**src/covariance_matrix_engine_unit_defines.svh**
```systemverilog
// Assertion helpers shared by the RTL.
`ifndef COVARIANCE_MATRIX_ENGINE_UNIT_DEFINES_SVH
`define COVARIANCE_MATRIX_ENGINE_UNIT_DEFINES_SVH

// Same-cycle implication, checked out of reset.
`define CME_ASSERT_NOW(lbl, ante, cons) \
  lbl: assert property (@(posedge clk) disable iff (!rst_n) (ante) |-> (cons)) \
    else $error("cme same-cycle check failed");

// Next-cycle implication, checked out of reset.
`define CME_ASSERT_NXT(lbl, ante, cons) \
  lbl: assert property (@(posedge clk) disable iff (!rst_n) (ante) |=> (cons)) \
    else $error("cme next-cycle check failed");

`endif

```
**src/cme_div.sv**
```systemverilog
// Restoring divider: signed dividend by unsigned divisor, one bit a cycle,
// quotient truncated toward zero.
module cme_div #(
  parameter int W  = 61,
  parameter int DW = 11
) (
  input  logic                clk,
  input  logic                rst_n,
  input  logic                start,
  input  logic signed [W-1:0] dividend,
  input  logic [DW-1:0]       divisor,
  output logic                busy,
  output logic                done,
  output logic signed [W-1:0] quotient
);
  localparam int CNT_W = $clog2(W + 1);

  logic              busy_r, busy_nxt;
  logic              done_r, done_nxt;
  logic [CNT_W-1:0]  cnt_r, cnt_nxt;
  logic              neg_r, neg_nxt;
  logic [W-1:0]      quo_r, quo_nxt;
  logic [DW-1:0]     rem_r, rem_nxt;
  logic [DW-1:0]     dvs_r, dvs_nxt;
  logic [W-1:0]      res_r, res_nxt;
  logic [DW:0]       rem_sh;
  logic              fits;
  logic [W-1:0]      quo_step;

  always_comb begin
    rem_sh   = {rem_r, quo_r[W-1]};
    fits     = rem_sh >= {1'b0, dvs_r};
    quo_step = {quo_r[W-2:0], fits};
    busy_nxt = busy_r;
    done_nxt = 1'b0;
    cnt_nxt  = cnt_r;
    neg_nxt  = neg_r;
    quo_nxt  = quo_r;
    rem_nxt  = rem_r;
    dvs_nxt  = dvs_r;
    res_nxt  = res_r;
    if (start && !busy_r) begin
      busy_nxt = 1'b1;
      cnt_nxt  = CNT_W'(W);
      neg_nxt  = dividend[W-1];
      quo_nxt  = dividend[W-1] ? W'(-dividend) : W'(dividend);
      rem_nxt  = '0;
      dvs_nxt  = divisor;
    end else if (busy_r) begin
      rem_nxt = fits ? DW'(rem_sh - {1'b0, dvs_r}) : rem_sh[DW-1:0];
      quo_nxt = quo_step;
      cnt_nxt = cnt_r - 1'b1;
      if (cnt_r == CNT_W'(1)) begin
        busy_nxt = 1'b0;
        done_nxt = 1'b1;
        res_nxt  = neg_r ? W'(-quo_step) : quo_step;
      end
    end
  end

  always_ff @(posedge clk) begin
    if (!rst_n) begin
      busy_r <= 1'b0;
      done_r <= 1'b0;
      cnt_r  <= '0;
    end else begin
      busy_r <= busy_nxt;
      done_r <= done_nxt;
      cnt_r  <= cnt_nxt;
    end
    neg_r <= neg_nxt;
    quo_r <= quo_nxt;
    rem_r <= rem_nxt;
    dvs_r <= dvs_nxt;
    res_r <= res_nxt;
  end

  assign busy     = busy_r;
  assign done     = done_r;
  assign quotient = res_r;
endmodule

```
**config.mk**
```make
export PLATFORM = sky130hd
export DESIGN_NAME = cme_div
export DESIGN_NICKNAME = d
export VERILOG_FILES = /design/src/covariance_matrix_engine_unit_defines.svh /design/src/cme_div.sv
export SDC_FILE = /design/constraint.sdc
export NUM_CORES = 1
export LEC_CHECK = 0
export BUFFER_PORTS_ARGS = -buffer_cell sky130_fd_sc_hd__buf_2
export CAP_MARGIN = 20
export CORE_MARGIN = 8
export CORE_UTILIZATION = 58
export DETAILED_ROUTE_END_ITERATION = 12
export PLACE_DENSITY = 0.81
export SETUP_SLACK_MARGIN = 0.5
export SLEW_MARGIN = 20
export SYNTH_ARGS = -nofsm -noshare
export SYNTH_HDL_FRONTEND = slang
export SYNTH_SLANG_ARGS = --single-unit
```
**constraint.sdc**
```tcl
create_clock -name clk -period 9.6 [get_ports clk]
set_input_delay 0.48 -clock clk [delete_from_list [all_inputs] [get_ports clk]]
set_output_delay 0.48 -clock clk [all_outputs]
set_load 0.01 [all_outputs]
```
---- Word-level counts from Yosys, hierarchy flattened ----
Index checks and enable logic that the tools add are counted.
storage, ports and cells
  bits in registers ....................... 153
  logic and storage cells ................. 35
cells by class
  eq/ne operators ......................... 1
  multiplexer cells ....................... 11
  order comparisons ....................... 1
  reduce and logical (&&, ||, !) cells .... 6
  bitwise logic cells ..................... 3
  $add $sub $neg .......................... 4
operator list
  cell                                                 count
  2-to-1 mux 61 bit                                    4
  negation 61 bit                                      2
  greater-or-equal comparator 12 x 11 -> 1 bit         1
  2-to-1 mux 6 bit                                     2
  2-to-1 mux 11 bit                                    1
  subtractor 11 bit                                    1
  equality test 6 x 1 -> 1 bit, second input constant  1
  subtractor 6 x 1 -> 6 bit, second input constant     1
  2-to-1 mux 1 bit                                     4
  inverter 1 bit                                       3
  AND reduction 3 bit                                  1
  OR reduction 3 bit                                   1
  nonzero test 2 bit                                   1
  OR reduction 2 bit                                   1
  logical AND 1 bit                                    1
  logical NOT 1 bit                                    1

---- Depth between registers and ports, before layout ----
  depth after elaboration ................. 4
  gate-level depth with buffers ........... 15

---- Least setup slack after synthesis ----
Ideal clock, no wire load.
  path kind ............................... flip-flop to flip-flop
  from .................................... register cnt_r[0]
  to ...................................... register res_r[0] (netlist: quotient[0]) (enable)
  setup time .............................. 0.636 ns
  data arrival time ....................... 6.457 ns
  buffers on the path ..................... 0
  slack ................................... 2.507 ns
  cell stages (with the launch flop) ...... 4
  cell sequence ........................... dfxtp_1 -> ha_1 -> nand2b_1 -> nor4_1
between the ends
  word-level cells in the longest chain between the ends .. 2
ends and longest elaborated chain
  what                                  line           source
  start: declaration                    cme_div.sv:20  logic [CNT_W-1:0] cnt_r, cnt_nxt;
  start signal: assignment              cme_div.sv:69  cnt_r <= cnt_nxt;
  equality test 6 x 1 -> 1 bit          cme_div.sv:53  if (cnt_r == CNT_W'(1)) begin
  AND reduction 3 bit (no source line)  --
  end signal: assignment                cme_div.sv:75  res_r <= res_nxt;
  end: declaration                      cme_div.sv:25  logic [W-1:0] res_r, res_nxt;
Every way passes these cells.
A chain may end at the register's enable or synchronous reset.

---- Final worst setup path ----
  from .................................... register quo_r[60]
  to ...................................... register res_r[44] (netlist: quotient[44]), data pin
between the ends
  word-level cells in the longest chain between the ends .. 3
ends and longest elaborated chain
  what                                          line           source
  start: declaration                            cme_div.sv:22  logic [W-1:0] quo_r, quo_nxt;
  start signal: assignment                      cme_div.sv:72  quo_r <= quo_nxt;
  greater-or-equal comparator 12 x 11 -> 1 bit  cme_div.sv:32  fits = rem_sh >= {1'b0, dvs_r};
  negation 61 bit                               cme_div.sv:56  res_nxt = neg_r ? W'(-quo_step) : quo_step;
  2-to-1 mux 61 bit                             cme_div.sv:56
Every way passes these cells.

==> flow_metrics.py <==
metrics = {
    "placed_design": {
        "port_buffers": 137,
        "place_congestion": 0.833,
        "post-dp-hpwl_um": 14800,
        "dpl_cell_area_um2": 9610,
    },
    "power": {
        "leakagePower_nw": 3.76,
        "power.density_nw_per_um2": 200,
        "peakVddDrop_uv": 172,
    },
    "finish": {
        "area_delta_synth_final_pct": 15.8,
        "fillers": 1145,
        "final_common_cell": "buf_2",
        "drive_above_1_share_pct": 21.6,
        "regArea_um2": 4400,
        "n_antenna_cell": 0,
        "fin_nets": 1047,
        "multi_input_area_um2": 4130,
        "layout_common_cells": "buf_2, edfxtp_1, nand2_1",
        "fin_area_um2": 10200,
    },
    "timing": {
        "tns_ns": 0,
        "worst_slew_pin_slew_ns": 1.01,
        "fmax_mhz": 255,
        "hold_slack_ns": 0.238,
        "hold_viol_final": 0,
        "clock_skew_ns": 0.0133,
        "maxSlewViolCount": 0,
        "rsz0062_at_grt": "no",
        "post-route-period-util_pct": 40.8,
        "slew-limit-headroom_pct": 32.4,
        "setup_viol": 0,
        "fin_crit_ns": 3.92,
    },
    "drt": {
        "ant_nets": 0,
        "dr.pass1.iters": 6,
        "wire_per_inst_um": 18.0,
        "viasPerCell": 5.99,
        "vias": 6922,
        "drt_wl_total_um": 20800,
        "wl_met2_um": 9850,
        "drt_iter0_markers": 594,
        "wl_met1_um": 9250,
        "route.met3.wl_um": 1250,
        "routed.top_layer": "met4",
        "drc": 0,
    },
    "floorplanning": {
        "die_x_um": 139,
        "pin_count": 138,
        "core_area_um2": 15000,
        "dieHeight_um": 139,
        "row_count": 45,
        "dieArea_um2": 19400,
        "start_util_pct": 58.6,
    },
    "logic_synthesis": {
        "ys.warnings.count": 0,
        "async_flop_share_pct": 0,
        "yosys.area_share.adder_pct": 2.36,
        "ys_seq_area_share_pct": 50.0,
        "synthTopCellsByArea": "edfxtp_1, xnor2_1, xor2_1, nand2_1, o21ai_0",
        "synth-edff-count": 134,
        "ys_seq_elements": 153,
        "synth_xor_area_share_pct": 12.0,
        "yosysTopAreaCell": "edfxtp_1",
        "synth_top_family_by_area": "compound AO/OA/AOI/OAI gates",
        "synth.distinct_cells": 56,
        "synth_compound_gate_area_share_pct": 16.0,
        "synth_top_area_share_pct": 45.7,
        "ys.flop_type": "edfxtp_1",
        "syn_area_um2": 8810,
        "syn_nets": 929,
        "synthCells": 838,
        "muxShareOfSynthArea_pct": 0.582,
        "yosys.area_share.simple_pct": 15.7,
        "avgSynthCellArea_um2": 10.5,
    },
    "setup_path": {
        "slowest_stage": "nor2_1",
        "r2r-start": "quo_r[60]$_DFFE_PP_",
        "critPathLaunchType": "flop",
        "critPathArrivalTime_ns": 4.08,
        "crit_chain": "inv_1 > ha_1 > fa_1 > nand2b_1 > a21oi_1 > o21ai_0 > nand3b_1 > inv_1 > ha_1 > nand3b_1 > nor2_1 > nand3_1 > o31ai_1 > xnor2_1",
        "startpoint": "quo_r[60]$_DFFE_PP_",
        "cpLargestDelayFamily": "simple AND/OR/NAND/NOR gates",
        "required_ns": 9.76,
        "cp-end-kind": "flop",
        "crit_path_max_fanout": 7,
        "worstSetupPathType": "flop to flop",
        "max_stage_delay_ns": 0.59,
        "path_buf_inv": 2,
    },
    "hold_path": {
        "hold_path.class": "input port to flop",
        "hold_start": "divisor[8]",
    },
    "clock_tree": {
        "clock-sinks": 153,
        "clock_latency_ns": 0.42,
        "ctsHoldBuffers": 0,
        "cts_tree": "yes",
        "clkTransAtPathRegs_ns": 0.06,
        "cts-root-buf": "clkbuf_16",
        "cts_setup_buffers": 0,
        "numCtsBuffers": 17,
        "cts_htree_levels": 4,
        "cts_repair_resize_count": 0,
        "clock_path_buffers": 2,
    },
    "global_routing": {
        "gr-total-overflow": 0,
        "antenna_found_initial": 0,
        "grt_start_max_net_pins": 122,
        "grt_use_total_pct": 21.2,
        "grt_pass1_wl_um": 33500,
        "grt_pass1_vias": 6698,
    },
    "flow_run": {
        "max-cap-violations": 0,
    },
    "outcome": {
        "status": "finished, final reports clean",
    },
}
## logic make-up (layout without fill, tap and decap cells)
logic type,count (synthesis),after routing
AOI/OAI and AO/OA,208,208
muxes,5,5
and+or+nand+nor,263,263
buffers and inverters,72,202
adders and majority gates,16,16
xor gates and xnor gates,121,121
DFF,153,153
## worst paths after layout
path                                          endpoint  slack, ns  cells after the start
worst max-delay path            quotient[44]$_DFFE_PP_       5.68                     14
worst min-delay path                dvs_r[8]$_DFFE_PP_       0.24                      1
worst max register to register  quotient[44]$_DFFE_PP_       5.68                     14
worst min register to register   cnt_r[5]$_SDFFE_PN0P_       0.50                      1
## registers in the layout (all words and copies together) (netlist names)
name      flops
quo_r        61
quotient     61
done          1
busy          1
dvs_r        11
rem_r        11
neg_r         1
cnt_r         6
## area by class of cell
type | instances | area share [%]
clock inverter | 13 | 1.51
sequential | 153 | 43.2
multi-input combinational | 613 | 40.5
clock buffer | 18 | 4.21
timing repair buffer | 144 | 7.26
tap | 188 | 2.31
inverter | 27 | 0.994
## stage by stage
step	instances	worst slack [ns]	power, mW	utilization, %
floorplan	838	2.51	1.24	-
global placement	1125	5.97	1.35	63.9
detailed placement	1125	5.90	1.37	63.9
CTS	1156	5.75	2.04	67.8
global route	1156	5.49	2.14	67.8
finish	1156	5.68	2.04	67.8
## power breakdown
part | leakage (nW) | total (mW) | switching, mW | internal [mW]
Sequential | 1.45 | 0.904 | 0.0742 | 0.830
Clock | 0.279 | 0.666 | 0.260 | 0.406
Combinational | 2.03 | 0.468 | 0.269 | 0.199
## worst register-to-register path: stages (launching register included)
cell	delay (ns)
edfxtp_1	0.38
inv_1	0.12
ha_1	0.19
fa_1	0.24
nand2b_1	0.18
a21oi_1	0.12
o21ai_0	0.35
nand3b_1	0.15
inv_1	0.09
ha_1	0.21
nand3b_1	0.28
nor2_1	0.60
nand3_1	0.30
o31ai_1	0.35
xnor2_1	0.11
## synthesized netlist by cell type (16+ instances only)
cell      count
edfxtp_1    134
nand2_1     108
o21ai_0      79
xnor2_1      64
xor2_1       57
o31ai_1      38
clkbuf_1     37
inv_1        27
nor2_1       23
o41ai_1      21
or3_1        20
or4_1        20
dfxtp_1      19
nor3_1       19
o21ai_1      16
## layer usage
metal  global-route usage, %  vias to the layer above
met3                    3.97                       35
met1                    27.9                     3258
met4                    7.91                        0
met5                       0                        -
li1                        -                     3363
met2                    34.3                      266
Note: power is estimated with default switching activity, not from simulation.
